==> config.mk <==
export PLATFORM = sky130hd
export DESIGN_NAME = arp_responder_resolver
export DESIGN_NICKNAME = d
export VERILOG_FILES = /design/src/sv/arp_pkg.sv /design/src/sv/arp_responder_resolver.sv /design/src/sv/arp_pend_table.sv /design/src/sv/arp_scan_unit.sv
export SDC_FILE = /design/constraint.sdc
export NUM_CORES = 1
export LEC_CHECK = 0
export BUFFER_PORTS_ARGS = -buffer_cell sky130_fd_sc_hd__buf_2
export CAP_MARGIN = 0
export CELL_PAD_IN_SITES_DETAIL_PLACEMENT = 1
export CELL_PAD_IN_SITES_GLOBAL_PLACEMENT = 2
export CORE_MARGIN = 2
export CORE_UTILIZATION = 45
export CTS_CLUSTER_SIZE = 14
export DETAILED_ROUTE_END_ITERATION = 8
export PLACE_DENSITY = 0.92
export SLEW_MARGIN = 30
export SYNTH_ARGS = -nofsm -noshare
export SYNTH_HDL_FRONTEND = slang
export SYNTH_HIERARCHICAL = 1
export SYNTH_SLANG_ARGS = --single-unit
export TNS_END_PERCENT = 5
==> constraint.sdc <==
create_clock -name clk -period 16.1 [get_ports clk]
set_clock_uncertainty 0.1 [all_clocks]
set_input_delay 0 -clock clk [delete_from_list [all_inputs] [get_ports clk]]
set_output_delay 0 -clock clk [all_outputs]
set_load 0.01 [all_outputs]
==> src/sv/arp_pkg.sv <==
// ----------------------------------------------------------------------------
// arp_pkg - shared definitions for the ARP responder and resolver
// Opcodes, status codes, register indexes and the scan result record.
// ----------------------------------------------------------------------------
`default_nettype none

package arp_pkg;

  // Default depth of the pending resolve table.
  localparam int PENDING_ENTRIES_DEF = 8;

  // ARP opcodes as carried in the packet.
  localparam logic [15:0] OP_REQUEST = 16'd1;
  localparam logic [15:0] OP_REPLY   = 16'd2;

  // Opcodes as carried in the two-bit result field.
  localparam logic [1:0] FOP_NONE    = 2'd0;
  localparam logic [1:0] FOP_REQUEST = 2'd1;
  localparam logic [1:0] FOP_REPLY   = 2'd2;

  // Protocol address length of IPv4.
  localparam logic [7:0] IPV4_LEN = 8'd4;

  // Result status codes.
  localparam logic [1:0] ST_OK            = 2'd0;
  localparam logic [1:0] ST_NOT_FOR_US    = 2'd1;
  localparam logic [1:0] ST_UNSUPPORTED   = 2'd2;
  localparam logic [1:0] ST_INSERT_FAILED = 2'd3;

  // Input item kind.
  localparam logic ACT_PACKET  = 1'b0;
  localparam logic ACT_RESOLVE = 1'b1;

  // Configuration register indexes.
  localparam logic [1:0] CFG_OWN_IP       = 2'd0;
  localparam logic [1:0] CFG_OWN_IP_VALID = 2'd1;
  localparam logic [1:0] CFG_OWN_MAC      = 2'd2;

  // Flags reported by the scan unit after a full walk of the table.
  typedef struct packed {
    logic hit;      // a used entry holds the key
    logic free_ok;  // at least one entry is free
  } scan_res_t;

endpackage

`default_nettype wire

==> src/sv/arp_responder_resolver.sv <==
// ----------------------------------------------------------------------------
// arp_responder_resolver - ARP responder and resolver for IPv4 over Ethernet
// Answers ARP requests for the own address, learns replies to pending
// resolves and issues request frames for new resolves.
// ----------------------------------------------------------------------------
//
//   Channel  Direction  Handshake             Content
//   in_      slave      in_tvalid/in_tready   one ARP packet or resolve
//   out_     master     out_tvalid/out_tready one result per input item
//   cfg_     slave      cfg_valid/cfg_ready   register index and write data
//
// A resolve or a reply with IPv4 length walks all PENDING_ENTRIES entries, one
// per cycle through the table's read port and the shared compare unit; the
// decision step registers its result after the walk and the wait state. Other
// packets skip the walk and go straight to the decision step. No new item is
// taken before the sequencer is back in idle: in_tready is high only when idle,
// and only the decision step holds while the output register is full.
// Reset is synchronous, active low, and clears all used flags at once.
// ----------------------------------------------------------------------------
`default_nettype none

module arp_responder_resolver
  import arp_pkg::*;
#(
  parameter int PENDING_ENTRIES = PENDING_ENTRIES_DEF
) (
  input  wire logic         clk,
  input  wire logic         rst_n,
  // Input item.
  input  wire logic         in_tvalid,
  output logic              in_tready,
  // tdata fields from bit 0 up: opcode[15:0], proto_len[23:16],
  // sender_mac[71:24], sender_ip[103:72], target_ip[135:104].
  input  wire logic [135:0] in_tdata,
  // tuser fields from bit 0 up: action[0].
  input  wire logic         in_tuser,
  // Result item.
  output logic              out_tvalid,
  input  wire logic         out_tready,
  // tdata fields from bit 0 up: status[1:0], send_frame[2],
  // frame_opcode[4:3], frame_sender_ip[36:5], frame_target_mac[84:37],
  // frame_target_ip[116:85], learned[117], learned_mac[165:118],
  // learned_ip[197:166], zero fill[199:198].
  output logic [199:0]      out_tdata,
  // Configuration writes.
  input  wire logic         cfg_valid,
  output logic              cfg_ready,
  input  wire logic [1:0]   cfg_index,
  input  wire logic [47:0]  cfg_data
);

  localparam int IDX_W = (PENDING_ENTRIES > 1) ? $clog2(PENDING_ENTRIES) : 1;
  localparam logic [IDX_W-1:0] LAST_IDX = IDX_W'(PENDING_ENTRIES - 1);

  typedef enum logic [3:0] {
    S_IDLE = 4'b0001,
    S_SCAN = 4'b0010,
    S_WAIT = 4'b0100,
    S_DONE = 4'b1000
  } state_t;

  state_t state_r, state_nxt;

  // Configuration. The station MAC only goes into assembled frames, which
  // are built downstream, so a write to it is taken and not stored.
  logic [31:0] own_ip_r;
  logic        own_ip_vld_r;

  assign cfg_ready = 1'b1;

  always_ff @(posedge clk) begin
    if (!rst_n) begin
      own_ip_r     <= '0;
      own_ip_vld_r <= 1'b0;
    end else if (cfg_valid) begin
      case (cfg_index)
        CFG_OWN_IP:       own_ip_r     <= cfg_data[31:0];
        CFG_OWN_IP_VALID: own_ip_vld_r <= cfg_data[0];
        default: ;
      endcase
    end
  end

  // Latched input item.
  logic        act_r;
  logic [15:0] opcode_r;
  logic [7:0]  plen_r;
  logic [47:0] smac_r;
  logic [31:0] sip_r;
  logic [31:0] tip_r;

  logic in_xfer;
  assign in_tready = (state_r == S_IDLE);
  assign in_xfer   = in_tvalid && in_tready;

  always_ff @(posedge clk) begin
    if (in_xfer) begin
      act_r    <= in_tuser;
      opcode_r <= in_tdata[15:0];
      plen_r   <= in_tdata[23:16];
      smac_r   <= in_tdata[71:24];
      sip_r    <= in_tdata[103:72];
      tip_r    <= in_tdata[135:104];
    end
  end

  // A resolve looks up its target, a reply with IPv4 length its sender.
  logic        need_scan_in;
  logic        is_reply;
  logic [31:0] key;

  assign need_scan_in = (in_tuser == ACT_RESOLVE) ||
                        ((in_tdata[15:0] == OP_REPLY) && (in_tdata[23:16] == IPV4_LEN));
  assign is_reply     = (opcode_r == OP_REPLY) && (plen_r == IPV4_LEN);
  assign key          = (act_r == ACT_RESOLVE) ? tip_r : sip_r;

  // Walk counter driving the table read port.
  logic [IDX_W-1:0] cnt_r, cnt_nxt;
  logic             rd_en;

  assign rd_en = (state_r == S_SCAN);

  // Table and compare unit.
  logic             tb_vld, tb_used;
  logic [IDX_W-1:0] tb_idx;
  logic [31:0]      tb_addr;
  logic             ins_en, clr_en;
  scan_res_t        scan_res;
  logic [IDX_W-1:0] hit_idx, free_idx;

  arp_pend_table #(
    .ENTRIES (PENDING_ENTRIES),
    .IDX_W   (IDX_W)
  ) u_table (
    .clk       (clk),
    .rst_n     (rst_n),
    .rd_en     (rd_en),
    .rd_idx    (cnt_r),
    .rd_vld_r  (tb_vld),
    .rd_idx_r  (tb_idx),
    .rd_used_r (tb_used),
    .rd_addr_r (tb_addr),
    .ins_en    (ins_en),
    .ins_idx   (free_idx),
    .ins_addr  (tip_r),
    .clr_en    (clr_en),
    .clr_idx   (hit_idx)
  );

  arp_scan_unit #(
    .IDX_W (IDX_W)
  ) u_scan (
    .clk       (clk),
    .rst_n     (rst_n),
    .start     (in_xfer),
    .key       (key),
    .beat_vld  (tb_vld),
    .beat_idx  (tb_idx),
    .beat_used (tb_used),
    .beat_addr (tb_addr),
    .res       (scan_res),
    .hit_idx   (hit_idx),
    .free_idx  (free_idx)
  );

  // Decision step. It runs once the output register can take the result.
  logic         out_vld_r, out_vld_nxt;
  logic [197:0] res_data;
  logic [1:0]   r_status;
  logic         r_send;
  logic [1:0]   r_fop;
  logic [31:0]  r_fsip;
  logic [47:0]  r_ftmac;
  logic [31:0]  r_ftip;
  logic         r_learn;
  logic [47:0]  r_lmac;
  logic [31:0]  r_lip;
  logic         decide;

  assign decide = (state_r == S_DONE) && (!out_vld_r || out_tready);

  always_comb begin
    r_status = ST_OK;
    r_send   = 1'b0;
    r_fop    = FOP_NONE;
    r_fsip   = '0;
    r_ftmac  = '0;
    r_ftip   = '0;
    r_learn  = 1'b0;
    r_lmac   = '0;
    r_lip    = '0;
    ins_en   = 1'b0;
    clr_en   = 1'b0;
    if (act_r == ACT_RESOLVE) begin
      if (scan_res.hit || !scan_res.free_ok) begin
        r_status = ST_INSERT_FAILED;
      end else begin
        r_send = 1'b1;
        r_fop  = FOP_REQUEST;
        r_ftip = tip_r;
        ins_en = decide;
      end
    end else if (opcode_r == OP_REQUEST) begin
      // The protocol length of a request is not checked.
      if (!own_ip_vld_r || (own_ip_r != tip_r)) begin
        r_status = ST_NOT_FOR_US;
      end else begin
        r_send  = 1'b1;
        r_fop   = FOP_REPLY;
        r_fsip  = own_ip_r;
        r_ftmac = smac_r;
        r_ftip  = sip_r;
      end
    end else if (is_reply) begin
      // A reply that matches no pending entry is accepted silently.
      if (scan_res.hit) begin
        r_learn = 1'b1;
        r_lmac  = smac_r;
        r_lip   = sip_r;
        clr_en  = decide;
      end
    end else begin
      r_status = ST_UNSUPPORTED;
    end
  end

  assign res_data = {r_lip, r_lmac, r_learn, r_ftip, r_ftmac, r_fsip, r_fop,
                     r_send, r_status};

  // Sequencer.
  always_comb begin
    state_nxt = state_r;
    cnt_nxt   = cnt_r;
    case (state_r)
      S_IDLE: begin
        cnt_nxt = '0;
        if (in_xfer) begin
          state_nxt = need_scan_in ? S_SCAN : S_DONE;
        end
      end
      S_SCAN: begin
        if (cnt_r == LAST_IDX) begin
          state_nxt = S_WAIT;
        end else begin
          cnt_nxt = cnt_r + IDX_W'(1);
        end
      end
      S_WAIT: begin
        // The last entry's data reaches the compare unit in this cycle.
        state_nxt = S_DONE;
      end
      S_DONE: begin
        if (decide) begin
          state_nxt = S_IDLE;
        end
      end
      default: begin
        state_nxt = S_IDLE;
      end
    endcase
  end

  always_comb begin
    out_vld_nxt = out_vld_r;
    if (out_vld_r && out_tready) begin
      out_vld_nxt = 1'b0;
    end
    if (decide) begin
      out_vld_nxt = 1'b1;
    end
  end

  always_ff @(posedge clk) begin
    if (!rst_n) begin
      state_r   <= S_IDLE;
      cnt_r     <= '0;
      out_vld_r <= 1'b0;
    end else begin
      state_r   <= state_nxt;
      cnt_r     <= cnt_nxt;
      out_vld_r <= out_vld_nxt;
    end
  end

  logic [197:0] out_data_r;

  always_ff @(posedge clk) begin
    if (decide) begin
      out_data_r <= res_data;
    end
  end

  assign out_tvalid = out_vld_r;
  assign out_tdata  = {2'b00, out_data_r};

endmodule

`default_nettype wire

==> src/sv/arp_pend_table.sv <==
// ----------------------------------------------------------------------------
// arp_pend_table - pending resolve table
// Address memory with a registered read port, plus per-entry used flags.
// ----------------------------------------------------------------------------
`default_nettype none

module arp_pend_table
  import arp_pkg::*;
#(
  parameter int ENTRIES = PENDING_ENTRIES_DEF,
  parameter int IDX_W   = (ENTRIES > 1) ? $clog2(ENTRIES) : 1
) (
  input  wire logic             clk,
  input  wire logic             rst_n,
  input  wire logic             rd_en,
  input  wire logic [IDX_W-1:0] rd_idx,
  output logic                  rd_vld_r,
  output logic [IDX_W-1:0]      rd_idx_r,
  output logic                  rd_used_r,
  output logic [31:0]           rd_addr_r,
  input  wire logic             ins_en,
  input  wire logic [IDX_W-1:0] ins_idx,
  input  wire logic [31:0]      ins_addr,
  input  wire logic             clr_en,
  input  wire logic [IDX_W-1:0] clr_idx
);

  logic [31:0]        addr_mem [ENTRIES];
  logic [ENTRIES-1:0] used_r;

  always_ff @(posedge clk) begin
    if (ins_en) begin
      addr_mem[ins_idx] <= ins_addr;
    end
    rd_addr_r <= addr_mem[rd_idx];
    rd_idx_r  <= rd_idx;
    rd_used_r <= used_r[rd_idx];
  end

  always_ff @(posedge clk) begin
    if (!rst_n) begin
      used_r   <= '0;
      rd_vld_r <= 1'b0;
    end else begin
      rd_vld_r <= rd_en;
      if (ins_en) begin
        used_r[ins_idx] <= 1'b1;
      end
      if (clr_en) begin
        used_r[clr_idx] <= 1'b0;
      end
    end
  end

endmodule

`default_nettype wire

==> src/sv/arp_scan_unit.sv <==
// ----------------------------------------------------------------------------
// arp_scan_unit - shared compare unit for the table walk
// Takes one table entry per cycle and keeps the first key match and the
// lowest free entry seen since the last start.
// ----------------------------------------------------------------------------
`default_nettype none

module arp_scan_unit
  import arp_pkg::*;
#(
  parameter int IDX_W = 3
) (
  input  wire logic             clk,
  input  wire logic             rst_n,
  input  wire logic             start,
  input  wire logic [31:0]      key,
  input  wire logic             beat_vld,
  input  wire logic [IDX_W-1:0] beat_idx,
  input  wire logic             beat_used,
  input  wire logic [31:0]      beat_addr,
  output scan_res_t             res,
  output logic [IDX_W-1:0]      hit_idx,
  output logic [IDX_W-1:0]      free_idx
);

  logic             hit_r, hit_nxt;
  logic             free_r, free_nxt;
  logic [IDX_W-1:0] hit_idx_r, hit_idx_nxt;
  logic [IDX_W-1:0] free_idx_r, free_idx_nxt;

  always_comb begin
    hit_nxt      = hit_r;
    free_nxt     = free_r;
    hit_idx_nxt  = hit_idx_r;
    free_idx_nxt = free_idx_r;
    if (start) begin
      hit_nxt  = 1'b0;
      free_nxt = 1'b0;
    end else if (beat_vld) begin
      if (beat_used && (beat_addr == key) && !hit_r) begin
        hit_nxt     = 1'b1;
        hit_idx_nxt = beat_idx;
      end
      if (!beat_used && !free_r) begin
        free_nxt     = 1'b1;
        free_idx_nxt = beat_idx;
      end
    end
  end

  always_ff @(posedge clk) begin
    if (!rst_n) begin
      hit_r  <= 1'b0;
      free_r <= 1'b0;
    end else begin
      hit_r  <= hit_nxt;
      free_r <= free_nxt;
    end
  end

  always_ff @(posedge clk) begin
    hit_idx_r  <= hit_idx_nxt;
    free_idx_r <= free_idx_nxt;
  end

  assign res.hit     = hit_r;
  assign res.free_ok = free_r;
  assign hit_idx     = hit_idx_r;
  assign free_idx    = free_idx_r;

endmodule

`default_nettype wire
=== Yosys cells after proc, flatten, opt, wreduce, memory -nomap -nowiden ===
Memories as Yosys holds them, arrays and structs flattened. A register that Yosys moved wholly into a read port is not among the register bits.
Index checks and enable logic that the tools add are counted.
W data, S select, Z words.

* Add/subtract/negate cells: 1
* $mul: 0
* Divide/modulo/power cells: 0
* $lt $le $gt $ge: 5
* Equal/unequal tests: 17
* Shift-type cells: 0
* Muxes and demuxes: 45
* Bitwise gates (word level): 8
* Reduce and logical (&&, ||, !) cells: 34

{| class="wikitable"
|+ Operators by type and width
! cell !! count
|-
| $mux W32 || 5
|-
| $eq A16 B2 Y1 const B || 2
|-
| $eq A32 B32 Y1 || 1
|-
| $ne A32 B32 Y1 || 1
|-
| $mux W8 || 3
|-
| $mux W1 || 20
|-
| $eq A16 B1 Y1 const B || 1
|-
| $eq A8 B3 Y1 const B || 2
|-
| $mux W4 || 4
|-
| $pmux W4 S4 || 1
|-
| $mux W2 || 7
|-
| $lt A3 B4 Y1 const B || 3
|-
| $logic_and A1 B1 Y1 || 10
|-
| $reduce_and A2 Y1 || 5
|-
| $reduce_and A3 Y1 || 3
|-
| $and A8 B8 Y8 || 1
|-
| $not A8 Y8 || 1
|-
| $or A8 B8 Y8 || 1
|-
| $demux W1 S3 || 2
|-
| $ge A3 B1 Y1 const B || 2
|-
| $ne A2 B2 Y1 const B || 3
|-
| $pmux W3 S2 || 1
|-
| $reduce_or A3 Y1 || 2
|-
| $logic_not A1 Y1 || 5
|-
| 16 further kinds || 24
|}

* Bits in registers: 397
* Bits in latches: 0
* RAM bits: 256
* Memory bits (read-only): 0
* Bits of input ports: 192
* Output and inout bits: 203
* Memories kept: 1

{| class="wikitable"
|+ Memories
! name !! words !! bits a word !! read ports !! clocked after Yosys merged registers in !! wr ports !! RTL line !! text
|-
| u_table.addr_mem || 8 || 32 || 1 || 1 || 1 || arp_pend_table.sv:28 || <nowiki>logic [31:0] addr_mem [ENTRIES];</nowiki>
|}

=== Logic depth before layout (Yosys ltp) ===
* Word-level depth: 9
* Depth in mapped cells: 8
* Depth with buffers taken out: 6

=== By module ===
Netlist, hierarchy kept.

{| class="wikitable"
|+ Modules (own cells, without submodules)
! module !! instances !! cells each !! area each (sq um) !! sequential area each (sq um)
|-
| arp_responder_resolver || 1 || 868 || 14,005.9 || 10,880.4
|-
| arp_pend_table || 1 || 442 || 10,791.6 || 8,588.2
|-
| arp_scan_unit || 1 || 62 || 628.1 || 220.2
|}

=== Worst setup path after synthesis ===
OpenSTA, ideal clock, no wires.

* Path kind: reg-to-reg
* Start point: register state_r[2]
* End point: register u_table.used_r[0]
* Arrival: 9.342 ns
* Required time: 15.927 ns
* Setup slack: 6.585 ns
* Stages on the path, launching flop included: 8
* Buffers on the path: 1
* Period minus slack after synthesis: 9.515 ns
* Cell sequence: dfxtp_1 > clkbuf_1 > nor4b_1 > o21ai_0 > inv_1 > and2_1 > nor4b_1 > o221a_2

* Longest elaborated chain between the ends: 8
* Elaborated cells between the ends (all ways): 12
* Classes of those cells: eq/ne: 1; mux: 9; bitwise: 1; reduce/logical: 1

{| class="wikitable"
|+ RTL lines
! item !! RTL line !! text
|-
| from (decl) || arp_responder_resolver.sv:62 || <nowiki>state_t state_r, state_nxt;</nowiki>
|-
| from (signal assigned) || arp_responder_resolver.sv:279 || <nowiki>state_r <= state_nxt;</nowiki>
|-
| $eq A4 B4 Y1 * || arp_responder_resolver.sv:180 || <nowiki>assign decide = (state_r == S_DONE) && (!out_vld_r || out_tready);</nowiki>
|-
| $logic_and A1 B1 Y1 * || arp_responder_resolver.sv:180 ||
|-
| named net decide || arp_responder_resolver.sv:178 || <nowiki>logic decide;</nowiki>
|-
| $mux W1 * || arp_responder_resolver.sv:195 || <nowiki>if (scan_res.hit || !scan_res.free_ok) begin</nowiki>
|-
| $mux W1 * || arp_responder_resolver.sv:194 || <nowiki>if (act_r == ACT_RESOLVE) begin</nowiki>
|-
| named net ins_en || arp_responder_resolver.sv:127 || <nowiki>logic ins_en, clr_en;</nowiki>
|-
| $mux W8 * || arp_pend_table.sv:46 || <nowiki>if (ins_en) begin</nowiki>
|-
| $mux W8 * || arp_pend_table.sv:41 || <nowiki>if (!rst_n) begin</nowiki>
|-
| $and A8 B8 Y8 (no source line) || -- ||
|-
| $mux W8 * || arp_pend_table.sv:49 || <nowiki>if (clr_en) begin</nowiki>
|-
| to (signal assigned) || arp_pend_table.sv:42 || <nowiki>used_r <= '0;</nowiki>
|-
| to (signal, indexed assignment) || arp_pend_table.sv:47 || <nowiki>used_r[ins_idx] <= 1'b1;</nowiki>
|-
| to (signal, indexed assignment) || arp_pend_table.sv:50 || <nowiki>used_r[clr_idx] <= 1'b0;</nowiki>
|-
| to (decl) || arp_pend_table.sv:29 || <nowiki>logic [ENTRIES-1:0] used_r;</nowiki>
|}

Mark *: on every way through the listed nets, which the timed path passes. The rest lies on a longest branch. The select of a mux whose other input is x is not followed.
A chain may end at the register's enable or synchronous reset.

=== Worst setup path after layout ===
* Start point: register state_r[3]
* End point: memory u_table.addr_mem[6][12] (enable)

* Longest elaborated chain between the ends: 6

{| class="wikitable"
|+ RTL lines
! item !! RTL line !! text
|-
| $eq A4 B4 Y1 || arp_responder_resolver.sv:180 ||
|-
| $logic_and A1 B1 Y1 || arp_responder_resolver.sv:180 ||
|-
| named net decide || arp_responder_resolver.sv:178 ||
|-
| $mux W1 || arp_responder_resolver.sv:195 ||
|-
| $mux W1 || arp_responder_resolver.sv:194 ||
|-
| named net ins_en || arp_responder_resolver.sv:127 ||
|-
| $mux W1 || arp_pend_table.sv:32 || <nowiki>if (ins_en) begin</nowiki>
|-
| $mux W1 (not written as such) || arp_pend_table.sv:33 || <nowiki>addr_mem[ins_idx] <= ins_addr;</nowiki>
|-
| to (decl) || arp_pend_table.sv:28 ||
|}

The timed path passes the listed nets, and every way through them passes these cells.

==> metrics.md <==
| Metric | Value |
|---|---|
| Status | `complete, no violations` |
| Syn Area/Cell | `18.53 sq um` |
| Setup_tns | `0 ns` |
| H-tree depth | `3` |
| Die width | `241.7 um` |
| Total global routing overflow | `0` |
| Synth Area in XOR/XNOR | `2.205%` |
| Final Net Count | `2232` |
| Fin. max-slew vios | `0` |
| Post-DP HPWL | `43360 um` |
| Initial antenna violation count | `2` |
| Setup WS post-layout | `12.22 ns` |
| Area after DPL | `28180 sq um` |
| Req. time, crit path | `16.25 ns` |
| Root buf cell | `clkbuf_16` |
| Commonest non-fill, non-tap cells in the layout | `597 x edfxtp_1, 375 x buf_2, 256 x dlygate4sd3_1` |
| Number of synthesized register bits | `685` |
| Register area share after synthesis | `77.44%` |
| Commonest non-fill, non-tap cell in the layout | `edfxtp_1` |
| Unrepaired setup endpoints after global routing | `false` |
| CTS Buf Count | `72` |
| First-pass GRT wire length | `117100 um` |
| CTS sink cnt | `685` |
| Worst Max-Slew Pin Slew | `0.9707 ns` |
| Main combinational cell family by area after synthesis | `multiplexers` |
| Setup WS pre-CTS | `12.26 ns` |
| Initial Utilization | `45.27%` |
| Die height | `241.7 um` |
| Crit end category | `flop` |
| Min Hold Slack | `0.01817 ns` |
| Adder-Cell Fraction of Synth Area | `0.09842%` |
| Synth Instances | `1372` |
| Initial DRC Count | `1282` |
| Post-CTS Setup Inserts | `0` |
| IO buf count | `375` |
| Mean routed wirelength per cell | `27.84 um` |
| Synth cell types | `47` |
| Final Hold Vio Count | `0` |
| # hold bufs at CTS | `256` |
| Compound-cell area share of the yosys netlist | `2.480%` |
| CTS tree | `done` |
| Slew headroom | `35.29%` |
| Routed Wire Length | `79510 um` |
| Resized Gates After CTS | `0` |
| Synth Area in Simple Gates | `7.450%` |
| CTS Buffer Depth | `3` |
| Ys flop type | `edfxtp_1` |
| Warnings, synthesis | `6` |
| Total die area | `58420 sq um` |
| Worst setup path class | `reg -> reg` |
| Critical Path Fanout Max | `71` |
| I/O pin cnt | `395` |
| Final GP Congestion | `0.7816` |
| Clk_lat worst skew | `0.63 ns` |
| Max cap viols | `0` |
| Overall global routing resource usage | `27.27%` |
| Power Dens Cells | `118.3 nW/um^2` |
| Core Box Area | `56170 sq um` |
| Initial DRT Pass Iterations | `5` |
| Critical path data arrival time | `4.03 ns` |
| Routed vias/inst | `5.452` |
| Cell Rows | `87` |
| Leak Pwr | `12.29 nW` |
| Detail Route Antenna Nets | `0` |
| Fmax | `0.2575 GHz` |
| Async set-or-reset flop fraction in the synthesized netlist | `0%` |
| Post-synth EDFFs | `597` |
| Largest net degree at the start of global routing | `82` |
| Cell Area, Synth | `25430 sq um` |
| Area Growth Syn to Fin | `30.22%` |
| Final min period | `3.884 ns` |
| Launching element type of the critical path | `flop` |
| Vias in the first global route | `17.15k` |
| Via count | `15.57k` |
| Fin crit share | `24.12%` |
| Clock-pin slew on the worst setup and hold paths | `0.06 ns` |
| Max IR drop VDD | `81.43 uV` |
| Drt drc | `0` |
| Mux share of post-synthesis cell area | `8.932%` |
| Worst min-delay path class | `in -> reg` |
| Share of cells above drive strength 1 | `31.09%` |
| Final setup fails | `0` |
| Final instance area | `33110 sq um` |
metrics by stage:
stage / cells / utilization, % / power, mW
after floorplan: 1373 / - / 2.139
after global placement: 2464 / 50.17 / 2.213
after detailed placement: 2464 / 50.17 / 2.224
after CTS: 2853 / 58.93 / 3.909
after global routing: 2854 / 58.94 / 4.018
final: 2856 / 58.95 / 3.916
where the power goes:
group          leakage [nW]  switching (mW)  internal, mW
combinational          4.59           0.101        0.0920
sequential             6.57          0.0618          1.99
clock                  1.14           0.718         0.954
per-layer routing:
layer	track usage, %	vias to the layer above	part of all wire, %
li1	-	6600	-
met1	34.99	8134	40
met2	47.27	721	51
met3	4.462	117	6.3
met4	9.296	0	2.9
met5	0	-	0
logic make-up after synthesis:
| kind of cell | Yosys count |
|---|---|
| XOR/XNOR | 64 |
| AO/OA/AOI/OAI | 90 |
| multiplexers | 134 |
| buffers and inverters | 70 |
| flip-flops | 685 |
| AND/OR/NAND/NOR | 325 |
| adder cells (fa/ha/maj) | 2 |
| other | 2 |
Yosys cell counts (10+ instances only):
| master | n | area share [%] |
|---|---|---|
| edfxtp_1 | 597 | 71 |
| and2_1 | 163 | 4.0 |
| dfxtp_1 | 88 | 6.9 |
| nand2_1 | 76 | 1.1 |
| mux2_2 | 65 | 2.9 |
| mux4_2 | 60 | 5.3 |
| xnor2_1 | 45 | 1.6 |
| a21oi_1 | 40 | 0.79 |
| clkbuf_1 | 33 | 0.49 |
| a22o_1 | 32 | 1.1 |
| xor2_1 | 19 | 0.65 |
| nor4_1 | 15 | 0.37 |
| nand4_1 | 14 | 0.34 |
| buf_2 | 10 | 0.20 |
| nor2_1 | 10 | 0.15 |
path summary, 6_finish.rpt:
kind | cells past startpoint | slack, ns | end | from
setup / recovery | 6 | 12.22 | u_table/addr_mem[6][12] | state_r[3]
hold / removal | 2 | 0.02 | smac_r[20] | in_tdata[44]
setup reg to reg | 6 | 12.22 | u_table/addr_mem[6][12] | state_r[3]
hold reg to reg | 0 | 0.34 | u_scan/hit_idx[0] | u_table/rd_idx_r[0]
state kept, by name (all words and copies together), names as in the netlist, 4 cells and up:
signal,flops
out_data_r,198
plen_r,8
own_ip_r,32
state_r,4
tip_r,32
u_table/addr_mem,256
u_table/rd_addr_r,32
u_table/used_r,8
smac_r,48
sip_r,32
opcode_r,16
worst max-delay path: stages, from the launching register on:
cell,delay (ns)
dfxtp_1,0.45
nor4b_1,0.35
o21ai_0,0.39
inv_8,0.52
and2_1,0.36
and4b_1,0.83
buf_4,0.53
final cells by class:
cell class                      count  area (sq um)
Sequential cell                   685         19690
Fill cell                        5206         23060
Clock buffer                       99          2026
Tap cell                          756         945.9
Antenna cell                        3         7.507
Multi-Input combinational cell    618          5461
Clock inverter                     34         330.3
Inverter                            8         37.54
Timing Repair Buffer              653          4608
Power figures use the tool's default switching activity.
